<file path="src/sv/sbtp_pkg.sv">
package sbtp_pkg;

  localparam int KIND_W         = 2;
  localparam int READING_W      = 21;
  localparam int MAG_W          = 20;
  localparam int DIGITS         = 6;
  localparam int DIGIT_W        = 4;
  localparam int BCD_W          = DIGITS * DIGIT_W;
  localparam int STEPS_PER_CELL = 4;
  localparam int N_CELLS        = MAG_W / STEPS_PER_CELL;

  localparam logic [MAG_W-1:0] MAG_LIMIT = 20'd999999;

  localparam logic [KIND_W-1:0] KIND_TEMP = 2'd0;
  localparam logic [KIND_W-1:0] KIND_PRES = 2'd1;
  localparam logic [KIND_W-1:0] KIND_HUMI = 2'd2;

  localparam logic [DIGIT_W-1:0] DIGIT_MAX  = 4'd9;
  localparam logic [DIGIT_W-1:0] DAB_THRESH = 4'd5;
  localparam logic [DIGIT_W-1:0] DAB_ADJ    = 4'd3;

  // Word in flight along the conversion chain.
  typedef struct packed {
    logic [KIND_W-1:0] kind;
    logic              negative;
    logic              range_error;
    logic [BCD_W-1:0]  bcd;
    logic [MAG_W-1:0]  bin;
  } work_t;

  // Two decimal digits as a binary value, 0 to 99.
  function automatic logic [6:0] pair_val(logic [DIGIT_W-1:0] hi, logic [DIGIT_W-1:0] lo);
    logic [6:0] acc;
    acc = {3'b000, hi} * 7'd10;
    return acc + {3'b000, lo};
  endfunction

  // Three decimal digits as a binary value, 0 to 999.
  function automatic logic [9:0] triple_val(logic [DIGIT_W-1:0] hi, logic [DIGIT_W-1:0] mid,
                                            logic [DIGIT_W-1:0] lo);
    logic [9:0] acc;
    acc = {6'b000000, hi} * 10'd100;
    acc = acc + {6'b000000, mid} * 10'd10;
    return acc + {6'b000000, lo};
  endfunction

endpackage

</file>
<file path="src/sv/sbtp_if.sv">
interface sbtp_in_if;
  logic                                valid;
  logic                                ready;
  logic [sbtp_pkg::KIND_W-1:0]         kind;
  logic signed [sbtp_pkg::READING_W-1:0] reading;

  modport source (output valid, kind, reading, input ready);
  modport sink   (input valid, kind, reading, output ready);
endinterface

interface sbtp_out_if;
  logic       valid;
  logic       ready;
  logic       negative;
  logic [3:0] digit_5;
  logic [3:0] digit_4;
  logic [3:0] digit_3;
  logic [3:0] digit_2;
  logic [3:0] digit_1;
  logic [3:0] digit_0;
  logic [7:0] byte_0;
  logic [7:0] byte_1;
  logic [7:0] byte_2;
  logic [7:0] byte_3;
  logic       range_error;

  modport source (output valid, negative, digit_5, digit_4, digit_3, digit_2, digit_1,
                  digit_0, byte_0, byte_1, byte_2, byte_3, range_error, input ready);
  modport sink   (input valid, negative, digit_5, digit_4, digit_3, digit_2, digit_1,
                  digit_0, byte_0, byte_1, byte_2, byte_3, range_error, output ready);
endinterface

</file>
<file path="src/sv/sbtp_front.sv">
module sbtp_front (
  input  logic                clk,
  input  logic                rst_n,
  sbtp_in_if.sink             in_ch,
  output logic                dn_valid,
  input  logic                dn_ready,
  output sbtp_pkg::work_t     dn_data
);

  logic                                  valid_r;
  sbtp_pkg::work_t                       work_r;
  sbtp_pkg::work_t                       work_nxt;
  logic [sbtp_pkg::READING_W-1:0]        raw;
  logic [sbtp_pkg::READING_W-1:0]        mag_full;
  logic                                  neg;
  logic                                  over;

  assign in_ch.ready = !valid_r || dn_ready;

  // The most negative reading negates to 2^20, which still fits unsigned.
  always_comb begin
    raw      = in_ch.reading;
    neg      = raw[sbtp_pkg::READING_W-1];
    mag_full = neg ? (~raw + 21'd1) : raw;
    over     = mag_full > {1'b0, sbtp_pkg::MAG_LIMIT};

    work_nxt.kind        = in_ch.kind;
    work_nxt.negative    = neg;
    work_nxt.range_error = over;
    work_nxt.bcd         = '0;
    work_nxt.bin         = over ? sbtp_pkg::MAG_LIMIT : mag_full[sbtp_pkg::MAG_W-1:0];
  end

  always_ff @(posedge clk) begin
    if (!rst_n) begin
      valid_r <= 1'b0;
    end else if (in_ch.ready) begin
      valid_r <= in_ch.valid;
    end
    if (in_ch.valid && in_ch.ready) begin
      work_r <= work_nxt;
    end
  end

  assign dn_valid = valid_r;
  assign dn_data  = work_r;

endmodule

</file>
<file path="src/sv/sbtp_dabble_cell.sv">
module sbtp_dabble_cell (
  input  logic            clk,
  input  logic            rst_n,
  input  logic            up_valid,
  output logic            up_ready,
  input  sbtp_pkg::work_t up_data,
  output logic            dn_valid,
  input  logic            dn_ready,
  output sbtp_pkg::work_t dn_data
);

  logic            valid_r;
  sbtp_pkg::work_t work_r;
  sbtp_pkg::work_t work_nxt;

  assign up_ready = !valid_r || dn_ready;

  // STEPS_PER_CELL shift-and-add-3 steps; each moves one binary bit into the digits.
  always_comb begin
    work_nxt = up_data;
    for (int s = 0; s < sbtp_pkg::STEPS_PER_CELL; s++) begin
      for (int d = 0; d < sbtp_pkg::DIGITS; d++) begin
        if (work_nxt.bcd[d*sbtp_pkg::DIGIT_W +: sbtp_pkg::DIGIT_W] >= sbtp_pkg::DAB_THRESH) begin
          work_nxt.bcd[d*sbtp_pkg::DIGIT_W +: sbtp_pkg::DIGIT_W] =
            work_nxt.bcd[d*sbtp_pkg::DIGIT_W +: sbtp_pkg::DIGIT_W] + sbtp_pkg::DAB_ADJ;
        end
      end
      {work_nxt.bcd, work_nxt.bin} =
        {work_nxt.bcd[sbtp_pkg::BCD_W-2:0], work_nxt.bin, 1'b0};
    end
  end

  always_ff @(posedge clk) begin
    if (!rst_n) begin
      valid_r <= 1'b0;
    end else if (up_ready) begin
      valid_r <= up_valid;
    end
    if (up_valid && up_ready) begin
      work_r <= work_nxt;
    end
  end

  assign dn_valid = valid_r;
  assign dn_data  = work_r;

endmodule

</file>
<file path="src/sv/sbtp_pack.sv">
module sbtp_pack (
  input  logic            clk,
  input  logic            rst_n,
  input  logic            up_valid,
  output logic            up_ready,
  input  sbtp_pkg::work_t up_data,
  sbtp_out_if.source      out_ch
);

  logic       valid_r;
  logic       negative_r;
  logic       range_error_r;
  logic [sbtp_pkg::BCD_W-1:0] bcd_r;
  logic [7:0] byte0_r, byte1_r, byte2_r, byte3_r;
  logic [7:0] byte0_nxt, byte1_nxt, byte2_nxt, byte3_nxt;
  logic [3:0] d5, d4, d3, d2, d1, d0;
  logic [6:0] pair_a, pair_b;
  logic [9:0] upper, lower;

  assign up_ready = !valid_r || out_ch.ready;

  always_comb begin
    d5 = up_data.bcd[23:20];
    d4 = up_data.bcd[19:16];
    d3 = up_data.bcd[15:12];
    d2 = up_data.bcd[11:8];
    d1 = up_data.bcd[7:4];
    d0 = up_data.bcd[3:0];
    pair_a = 7'd0;
    pair_b = 7'd0;
    upper  = sbtp_pkg::triple_val(d5, d4, d3);
    lower  = sbtp_pkg::triple_val(d2, d1, d0);
    byte0_nxt = 8'd0;
    byte1_nxt = 8'd0;
    byte2_nxt = 8'd0;
    byte3_nxt = 8'd0;
    case (up_data.kind)
      sbtp_pkg::KIND_TEMP: begin
        pair_a    = sbtp_pkg::pair_val(d3, d2);
        pair_b    = sbtp_pkg::pair_val(d1, d0);
        byte0_nxt = up_data.negative ? (8'd0 - {1'b0, pair_a}) : {1'b0, pair_a};
        byte1_nxt = {1'b0, pair_b};
      end
      sbtp_pkg::KIND_PRES: begin
        byte0_nxt = {6'b000000, upper[9:8]};
        byte1_nxt = upper[7:0];
        byte2_nxt = {6'b000000, lower[9:8]};
        byte3_nxt = lower[7:0];
      end
      sbtp_pkg::KIND_HUMI: begin
        pair_a    = sbtp_pkg::pair_val(d4, d3);
        pair_b    = sbtp_pkg::pair_val(d2, d1);
        byte0_nxt = {1'b0, pair_a};
        byte1_nxt = {1'b0, pair_b};
      end
      default: begin
        byte0_nxt = 8'd0;
      end
    endcase
  end

  always_ff @(posedge clk) begin
    if (!rst_n) begin
      valid_r <= 1'b0;
    end else if (up_ready) begin
      valid_r <= up_valid;
    end
    if (up_valid && up_ready) begin
      negative_r    <= up_data.negative;
      range_error_r <= up_data.range_error;
      bcd_r         <= up_data.bcd;
      byte0_r       <= byte0_nxt;
      byte1_r       <= byte1_nxt;
      byte2_r       <= byte2_nxt;
      byte3_r       <= byte3_nxt;
    end
  end

  assign out_ch.valid       = valid_r;
  assign out_ch.negative    = negative_r;
  assign out_ch.range_error = range_error_r;
  assign out_ch.digit_5     = bcd_r[23:20];
  assign out_ch.digit_4     = bcd_r[19:16];
  assign out_ch.digit_3     = bcd_r[15:12];
  assign out_ch.digit_2     = bcd_r[11:8];
  assign out_ch.digit_1     = bcd_r[7:4];
  assign out_ch.digit_0     = bcd_r[3:0];
  assign out_ch.byte_0      = byte0_r;
  assign out_ch.byte_1      = byte1_r;
  assign out_ch.byte_2      = byte2_r;
  assign out_ch.byte_3      = byte3_r;

endmodule

</file>
<file path="src/sv/signed_bcd_telemetry_pack_top.sv">
// An accepted word passes the sign, cell and pack stage registers in turn to reach out_ch.
// One word per cycle while out_ch is ready; every stage is a register with its own ready.
// The chain is one sign stage, five double-dabble cells of four bits each, one pack stage.
// Reset: synchronous, active low rst_n clears every stage's valid bit; payloads are not reset.
// No clearing pass is needed, so in_ch.ready is high in the first cycle after reset.
module signed_bcd_telemetry_pack_top (
  input  logic        clk,
  input  logic        rst_n,
  sbtp_in_if.sink     in_ch,
  sbtp_out_if.source  out_ch
);

  // Handshake and data along the chain. Position zero is the output of the
  // sign stage; position N_CELLS feeds the packing stage.
  logic [sbtp_pkg::N_CELLS:0] chain_valid;
  logic [sbtp_pkg::N_CELLS:0] chain_ready;
  sbtp_pkg::work_t            chain_data [sbtp_pkg::N_CELLS+1];

  // The sign stage takes the magnitude, saturates it at 999999 and flags the
  // overflow, then loads the binary part of the shift register.
  sbtp_front u_front (
    .clk      (clk),
    .rst_n    (rst_n),
    .in_ch    (in_ch),
    .dn_valid (chain_valid[0]),
    .dn_ready (chain_ready[0]),
    .dn_data  (chain_data[0])
  );

  // Each cell shifts four binary bits into the six BCD digits, correcting
  // any digit of five or more before each shift. After the last cell the
  // binary part is empty and the digits hold the full magnitude.
  for (genvar i = 0; i < sbtp_pkg::N_CELLS; i++) begin : g_cell
    sbtp_dabble_cell u_cell (
      .clk      (clk),
      .rst_n    (rst_n),
      .up_valid (chain_valid[i]),
      .up_ready (chain_ready[i]),
      .up_data  (chain_data[i]),
      .dn_valid (chain_valid[i+1]),
      .dn_ready (chain_ready[i+1]),
      .dn_data  (chain_data[i+1])
    );
  end

  // The packing stage forms the telemetry bytes for the selected kind and
  // holds the finished word until the sink takes it.
  sbtp_pack u_pack (
    .clk      (clk),
    .rst_n    (rst_n),
    .up_valid (chain_valid[sbtp_pkg::N_CELLS]),
    .up_ready (chain_ready[sbtp_pkg::N_CELLS]),
    .up_data  (chain_data[sbtp_pkg::N_CELLS]),
    .out_ch   (out_ch)
  );

`ifndef ASSERT_OFF
  // Every digit that leaves the chain is a decimal digit.
  a_digits_decimal: assert property (@(posedge clk) disable iff (!rst_n)
    out_ch.valid |-> (out_ch.digit_5 <= sbtp_pkg::DIGIT_MAX) &&
                     (out_ch.digit_4 <= sbtp_pkg::DIGIT_MAX) &&
                     (out_ch.digit_3 <= sbtp_pkg::DIGIT_MAX) &&
                     (out_ch.digit_2 <= sbtp_pkg::DIGIT_MAX) &&
                     (out_ch.digit_1 <= sbtp_pkg::DIGIT_MAX) &&
                     (out_ch.digit_0 <= sbtp_pkg::DIGIT_MAX))
    else $error("digit out of decimal range");

  // A saturated word carries 999999 in its digits.
  a_saturate: assert property (@(posedge clk) disable iff (!rst_n)
    out_ch.valid && out_ch.range_error |->
      (out_ch.digit_5 == sbtp_pkg::DIGIT_MAX) && (out_ch.digit_4 == sbtp_pkg::DIGIT_MAX) &&
      (out_ch.digit_3 == sbtp_pkg::DIGIT_MAX) && (out_ch.digit_2 == sbtp_pkg::DIGIT_MAX) &&
      (out_ch.digit_1 == sbtp_pkg::DIGIT_MAX) && (out_ch.digit_0 == sbtp_pkg::DIGIT_MAX))
    else $error("range error without saturated digits");

  // Zero is never reported as negative.
  a_no_neg_zero: assert property (@(posedge clk) disable iff (!rst_n)
    out_ch.valid && out_ch.negative |->
      (out_ch.digit_5 != 4'd0) || (out_ch.digit_4 != 4'd0) || (out_ch.digit_3 != 4'd0) ||
      (out_ch.digit_2 != 4'd0) || (out_ch.digit_1 != 4'd0) || (out_ch.digit_0 != 4'd0))
    else $error("negative word with zero magnitude");
`endif

endmodule

</file>
<file path="src/flat_wrapper.sv">
// flat-port wrapper written by rule: the top's interface ports become plain ports
module signed_bcd_telemetry_pack_top_flat 
  (clk, rst_n, in_ch_valid, in_ch_kind, in_ch_reading, in_ch_ready, out_ch_valid, out_ch_negative, out_ch_digit_5, out_ch_digit_4, out_ch_digit_3, out_ch_digit_2, out_ch_digit_1, out_ch_digit_0, out_ch_byte_0, out_ch_byte_1, out_ch_byte_2, out_ch_byte_3, out_ch_range_error, out_ch_ready);
  sbtp_in_if in_ch_i ();
  sbtp_out_if out_ch_i ();
  input  logic clk;
  input  logic rst_n;
  input wire logic [$bits(in_ch_i.valid)-1:0] in_ch_valid;
  input wire logic [$bits(in_ch_i.kind)-1:0] in_ch_kind;
  input wire logic [$bits(in_ch_i.reading)-1:0] in_ch_reading;
  output wire logic [$bits(in_ch_i.ready)-1:0] in_ch_ready;
  output wire logic [$bits(out_ch_i.valid)-1:0] out_ch_valid;
  output wire logic [$bits(out_ch_i.negative)-1:0] out_ch_negative;
  output wire logic [$bits(out_ch_i.digit_5)-1:0] out_ch_digit_5;
  output wire logic [$bits(out_ch_i.digit_4)-1:0] out_ch_digit_4;
  output wire logic [$bits(out_ch_i.digit_3)-1:0] out_ch_digit_3;
  output wire logic [$bits(out_ch_i.digit_2)-1:0] out_ch_digit_2;
  output wire logic [$bits(out_ch_i.digit_1)-1:0] out_ch_digit_1;
  output wire logic [$bits(out_ch_i.digit_0)-1:0] out_ch_digit_0;
  output wire logic [$bits(out_ch_i.byte_0)-1:0] out_ch_byte_0;
  output wire logic [$bits(out_ch_i.byte_1)-1:0] out_ch_byte_1;
  output wire logic [$bits(out_ch_i.byte_2)-1:0] out_ch_byte_2;
  output wire logic [$bits(out_ch_i.byte_3)-1:0] out_ch_byte_3;
  output wire logic [$bits(out_ch_i.range_error)-1:0] out_ch_range_error;
  input wire logic [$bits(out_ch_i.ready)-1:0] out_ch_ready;
  assign in_ch_i.valid = in_ch_valid;
  assign in_ch_i.kind = in_ch_kind;
  assign in_ch_i.reading = in_ch_reading;
  assign in_ch_ready = in_ch_i.ready;
  assign out_ch_valid = out_ch_i.valid;
  assign out_ch_negative = out_ch_i.negative;
  assign out_ch_digit_5 = out_ch_i.digit_5;
  assign out_ch_digit_4 = out_ch_i.digit_4;
  assign out_ch_digit_3 = out_ch_i.digit_3;
  assign out_ch_digit_2 = out_ch_i.digit_2;
  assign out_ch_digit_1 = out_ch_i.digit_1;
  assign out_ch_digit_0 = out_ch_i.digit_0;
  assign out_ch_byte_0 = out_ch_i.byte_0;
  assign out_ch_byte_1 = out_ch_i.byte_1;
  assign out_ch_byte_2 = out_ch_i.byte_2;
  assign out_ch_byte_3 = out_ch_i.byte_3;
  assign out_ch_range_error = out_ch_i.range_error;
  assign out_ch_i.ready = out_ch_ready;
  signed_bcd_telemetry_pack_top u_core (.clk(clk), .rst_n(rst_n), .in_ch(in_ch_i), .out_ch(out_ch_i));
endmodule
</file>
<file path="config.mk">
export PLATFORM = sky130hd
export DESIGN_NAME = signed_bcd_telemetry_pack_top_flat
export DESIGN_NICKNAME = d
export VERILOG_FILES = /design/src/sv/sbtp_pkg.sv /design/src/sv/sbtp_if.sv /design/src/sv/sbtp_front.sv /design/src/sv/sbtp_dabble_cell.sv /design/src/sv/sbtp_pack.sv /design/src/sv/signed_bcd_telemetry_pack_top.sv /design/src/flat_wrapper.sv
export SDC_FILE = /design/constraint.sdc
export NUM_CORES = 1
export LEC_CHECK = 0
export ABC_CLOCK_PERIOD_IN_PS = 8600
export BUFFER_PORTS_ARGS = -buffer_cell sky130_fd_sc_hd__buf_4
export CAP_MARGIN = 0
export CORE_MARGIN = 3
export CORE_UTILIZATION = 50
export CTS_BUF_LIST = sky130_fd_sc_hd__clkbuf_16
export CTS_CLUSTER_DIAMETER = 50
export DETAILED_ROUTE_END_ITERATION = 8
export GPL_TIMING_DRIVEN = 0
export PLACE_DENSITY = 0.67
export SLEW_MARGIN = 40
export SYNTH_ARGS = -nofsm -noshare
export SYNTH_HDL_FRONTEND = slang
export SYNTH_SLANG_ARGS = --single-unit
export TNS_END_PERCENT = 100
</file>
<file path="constraint.sdc">
create_clock -name clk -period 8.6 [get_ports clk]
set_input_delay 1.72 -clock clk [delete_from_list [all_inputs] [get_ports clk]]
set_output_delay 1.72 -clock clk [all_outputs]
set_load 0.05 [all_outputs]
</file>
== Word level (Yosys, flattened, before mapping) ==
Index checks and enable logic that the tools add are counted.

* Add/sub/neg operators: 109
* Equality and inequality tests: 2
* $lt $le $gt $ge: 100
* Bitwise operators: 1
* $mul: 8
* Muxes and demuxes: 103
* Reductions and logical operators: 22

{| class="wikitable"
|+ Operators by type and width
! cell !! number
|-
| 4-bit by 3-bit greater-or-equal comparator with 1-bit output (second input constant) || 93
|-
| 4-bit by 2-bit adder with 4-bit output (second input constant) || 80
|-
| 4-bit two-way mux || 80
|-
| 3-bit two-way mux || 18
|-
| 8-bit case mux with 3 select lines || 2
|-
| 3-bit by 2-bit adder with 3-bit output (second input constant) || 13
|-
| 7-bit by 4-bit adder with 7-bit output || 4
|-
| 4-bit by 3-bit multiplier with 6-bit output (second input constant) || 4
|-
| 21-bit by 1-bit adder with 21-bit output (second input constant) || 1
|-
| 21-bit by 20-bit greater-than comparator with 1-bit output (second input constant) || 1
|-
| 21-bit two-way mux || 1
|-
| 21-bit inverter || 1
|-
| 10-bit by 4-bit adder with 10-bit output || 2
|-
| 10-bit by 8-bit adder with 10-bit output || 2
|-
| 4-bit by 5-bit multiplier with 8-bit output (second input constant) || 2
|-
| 1-bit by 2-bit adder with 3-bit output (both inputs constant) || 5
|-
| 1-bit by 3-bit greater-or-equal comparator with 1-bit output (both inputs constant) || 5
|-
| 4-bit by 3-bit multiplier with 7-bit output (second input constant) || 2
|-
| 8-bit two-way mux || 1
|-
| 1-bit by 7-bit subtractor with 8-bit output (first input constant) || 1
|-
| 1-bit logical AND || 7
|-
| 1-bit logical NOT || 7
|-
| 1-bit logical OR || 7
|-
| 1-bit by 2-bit adder with 3-bit output (second input constant) || 1
|-
| 5 further kinds || 5
|}

* Register bits: 257
* Word-level logic and storage cells: 389

== Longest topological paths before layout ==
* Depth after elaboration: 9
* Depth in mapped cells: 19

== By module ==
From an unflattened synthesis, not the netlist that was laid out.

* Cells, all modules: 3012
* Area, all modules: 27158.5 µm²

{| class="wikitable"
|+ By module, submodules not included
! module !! area an instance (µm²) !! instances !! cells an instance !! seq. area each (µm²)
|-
| sbtp_dabble_cell || 4261.6 || 5 || 494 || 1341.3
|-
| sbtp_pack || 4100.2 || 1 || 368 || 1581.5
|-
| sbtp_front || 1750.4 || 1 || 174 || 740.7
|}

== Worst setup path before layout ==
No wires, ideal clock.

* Path type: input to register
* Start point: input port out_ch_ready
* End point: register u_core.u_pack.bcd_r[0] in the netlist's numbering, enable pin
* Library setup time: 0.468 ns
* Arrival: 4.121 ns
* Stages: 2
* Buffers on the path: 0
* Required time: 8.132 ns
* Setup slack: 4.011 ns
* Cells stage by stage: nor2b_1 nor2b_1

* Cells in the longest elaborated chain, start to end: 2

{| class="wikitable"
|+ Ends and longest elaborated chain
! element !! line !! source
|-
| start, declared || flat_wrapper.sv:25 || <nowiki>input wire logic [$bits(out_ch_i.ready)-1:0] out_ch_ready;</nowiki>
|-
| 1-bit logical OR || sbtp_pack.sv:20 || <nowiki>assign up_ready = !valid_r || out_ch.ready;</nowiki>
|-
| 1-bit logical AND || sbtp_pack.sv:68 || <nowiki>if (up_valid && up_ready) begin</nowiki>
|-
| end signal, assigned || sbtp_pack.sv:71 || <nowiki>bcd_r <= up_data.bcd;</nowiki>
|-
| end, declared || sbtp_pack.sv:13 || <nowiki>logic [sbtp_pkg::BCD_W-1:0] bcd_r;</nowiki>
|}

No other way between the ends.
A chain may end at the register's enable or synchronous reset.

== Final worst setup path ==
* Start point: input port out_ch_ready
* End point: output port in_ch_ready

* Cells in the longest elaborated chain, start to end: 7

{| class="wikitable"
|+ Ends and longest elaborated chain
! element !! line !! source
|-
| 1-bit logical OR || sbtp_pack.sv:20 ||
|-
| 1-bit logical OR (5 in series) || sbtp_dabble_cell.sv:16 || <nowiki>assign up_ready = !valid_r || dn_ready;</nowiki>
|-
| 1-bit logical OR || sbtp_front.sv:18 || <nowiki>assign in_ch.ready = !valid_r || dn_ready;</nowiki>
|-
| end, declared || flat_wrapper.sv:11 || <nowiki>output wire logic [$bits(in_ch_i.ready)-1:0] in_ch_ready;</nowiki>
|}

No other way between the ends.

==> results.json <==
{
  "fin_crit_ns": 5.30,
  "dieArea_mm2": 0.0341,
  "busiest_layer": "met2",
  "drcViolationCount": 0,
  "cts_buffers": 31,
  "p_switching_mw": 0.847,
  "path_clk_slew_ns": 0.06,
  "yosysWarnings": 0,
  "drt-initial-drc-count": 535,
  "rsz0062_at_grt": "false",
  "hpwl_um": 24200,
  "wl_per_cell_um": 14.5,
  "worstPathRequired_ns": 6.88,
  "hold_viol_final": 0,
  "grt_use_total_pct": 18.6,
  "grt_overflow": 0,
  "placed_cell_area_mm2": 0.0173,
  "routabilityCongestion": 0.924,
  "worstSetupStartpointType": "input port",
  "maxSlewViolCount": 0,
  "p_comb_share_pct": 18.5,
  "ant_nets": 0,
  "relSlewSlack_pct": 50.3,
  "die_y_um": 185,
  "p_sw_share_pct": 27.6,
  "yosysMostFrequentCell": "edfxtp_1",
  "cts_tree": "done",
  "numPortBuffers": 75,
  "setup_viol": 0,
  "dr.pass1.iters": 8,
  "ys.flop_type": "edfxtp_1",
  "ctsRootBufferMaster": "clkbuf_16",
  "syn_avg_cell_area_um2": 9.65,
  "hold_class": "flip-flop to flip-flop",
  "io_pins": 87,
  "antenna_found_initial": 0,
  "ctsHoldBuffers": 0,
  "vias_per_cell": 5.73,
  "rows": 64,
  "area_growth_pct": 15.1,
  "netlist_top_cells_count": "edfxtp_1 (211), a21oi_1 (137), nor2_1 (132), nand2_1 (126), o21ai_0 (122)",
  "ys_seq_elements": 218,
  "ys_types": 90,
  "grt_pass1_wl_um": 54000,
  "nets": 1936,
  "post_cts_buffers": 0,
  "utilization_pct": 59.2,
  "grt_max_degree": 22,
  "synth.area.top_cells": "edfxtp_1 (40%), ha_1 (9.3%), a21oi_1 (4.3%), xnor2_1 (4.1%), o21ai_0 (3.8%)",
  "routed_wl_um": 31900,
  "seq_area_frac_synth_pct": 40.6,
  "clockBufferDepth": 3,
  "fin_crit_sh_pct": 61.6,
  "num_vias": 12600,
  "drive_gt1_share_pct": 11.4,
  "fmax_mhz": 189,
  "seqPwrFrac_pct": 40.2,
  "worst_slack_ns": 3.30,
  "htree_levels": 1,
  "cts_resized": 0,
  "skew_ns": 0.0220,
  "cp.arrival_ns": 3.58,
  "p_per_area_mw_per_mm2": 167,
  "stdcell_area_mm2": 0.0184,
  "hold-worst-slack_ns": 0.408,
  "async_flop_share_pct": 0,
  "critPathMaxFanout": 5,
  "peakVddDrop_uv": 147,
  "synth_area_leader_cell": "edfxtp_1",
  "endpoint_kind": "primary output",
  "start_util_pct": 51.4,
  "use_met3_pct": 2.70,
  "pre_cts_ws_ns": 3.29,
  "grt_pass1_vias": 11900,
  "use_met1_pct": 22.6,
  "clock_sinks": 218,
  "clock_latency_ns": 0.57,
  "critPathKind": "input port to primary output",
  "final.setup.tns_ns": 0,
  "core_mm2": 0.0310,
  "p_int_mw": 2.22,
  "status": "complete, no violations",
  "syn_area_mm2": 0.0159,
  "gr-usage-met2_pct": 34.2,
  "maxCapViolations": 0,
  "leakagePower_nw": 7.10,
  "diodes": 0,
  "synth_enable_flop_cells": 211,
  "synth_top_area_share_pct": 39.7,
  "worst_slew_pin_slew_ns": 0.745,
  "die_x_um": 185,
  "synthCells": 1651,
  "clkPwrFrac_pct": 41.3
}
## worst paths after layout
check | from | to | slack, ns | cells past startpoint
setup / recovery | out_ch_ready | in_ch_ready | 3.30 | 7
hold / removal | u_core.u_front.dn_data[7] | u_core.g_cell[0].u_cell.dn_data[11] | 0.41 | 0
setup reg to reg | u_core.g_cell[3].u_cell.dn_data[28] | u_core.g_cell[4].u_cell.dn_data[29] | 4.19 | 15
hold reg to reg | u_core.u_front.dn_data[7] | u_core.g_cell[0].u_cell.dn_data[11] | 0.41 | 0
## routing by layer
metal / vias to the layer above / part of all wire, %
met2: 289 / 50
li1: 6388 / -
met1: 5838 / 43
met3: 68 / 4.8
met4: 0 / 2.5
met5: - / 0
## state kept, by name (all words and copies together), names as in the netlist
signal and flops:
u_core.g_cell.u_cell.dn_data 135, u_core.u_pack.out_ch.byte_3 8, u_core.u_pack.out_ch.negative 1, u_core.u_front.dn_data 24, u_core.u_pack.out_ch.byte_0 8, u_core.u_pack.out_ch.range_error 1, u_core.u_pack.out_ch.valid 1, u_core.u_pack.out_ch.byte_1 8
u_core.u_pack.bcd_r 24, u_core.u_pack.out_ch.byte_2 2, u_core.u_front.dn_valid 1, u_core.g_cell.u_cell.dn_valid 5
## placed cells by master, fill, tap and decap left out, types with 16 or more instances in the layout
cell / count
a211oi_1: 29
a21oi_1: 136
a31oi_1: 27
buf_4: 81
clkbuf_1: 39
clkbuf_16: 31
edfxtp_1: 211
fa_1: 16
ha_1: 119
inv_1: 112
mux2i_1: 33
nand2_1: 126
nand2b_1: 35
nand3_1: 33
nor2_1: 132
nor2b_1: 22
nor3_1: 31
o211ai_1: 16
o21a_1: 23
o21ai_0: 122
o22ai_1: 22
xnor2_1: 74
xor2_1: 34
## final cells by class
type,instances,area [µm²]
inverter,110,418
clock inverter,27,275
multi-input combinational,1272,8890
buffer,56,248
fill,2635,12600
clock buffer,31,776
timing repair buffer,85,776
tap,396,495
sequential,218,6480
## cell families after synthesis
kind of cell | count (synthesis) | share of synthesized area [%]
multiplexers | 47 | 3.06
AO/OA/AOI/OAI | 517 | 20.8
adder cells (fa/ha/maj) | 135 | 11.4
AND/OR/NAND/NOR | 459 | 14.1
other | 1 | 0.0235
XOR/XNOR | 108 | 5.93
buffers and inverters | 166 | 4.18
flip-flops | 218 | 40.6
## through the flow
stage	instances	power, mW
final	2195	3.06
after CTS	2195	3.10
after global placement	2127	1.80
after floorplan	1656	1.70
after global routing	2195	3.23
after detailed placement	2137	1.82
## power groups by stage
stage                     Sequential, mW  Clock [mW]  Combinational [mW]
after floorplan                     1.25           0               0.449
after CTS                           1.23        1.30               0.568
after detailed placement            1.25           0               0.564
after global routing                1.23        1.35               0.647
final                               1.23        1.26               0.568
after global placement              1.25           0               0.541
## worst max-delay path, cell delays in order
cell and delay (ns):
buf_4 0.11, nor2b_1 0.43, and3_1 0.32, and2_1 0.32, and3_1 0.37, nand2_1 0.11, buf_4 0.20
Power figures use the tool's default switching activity.
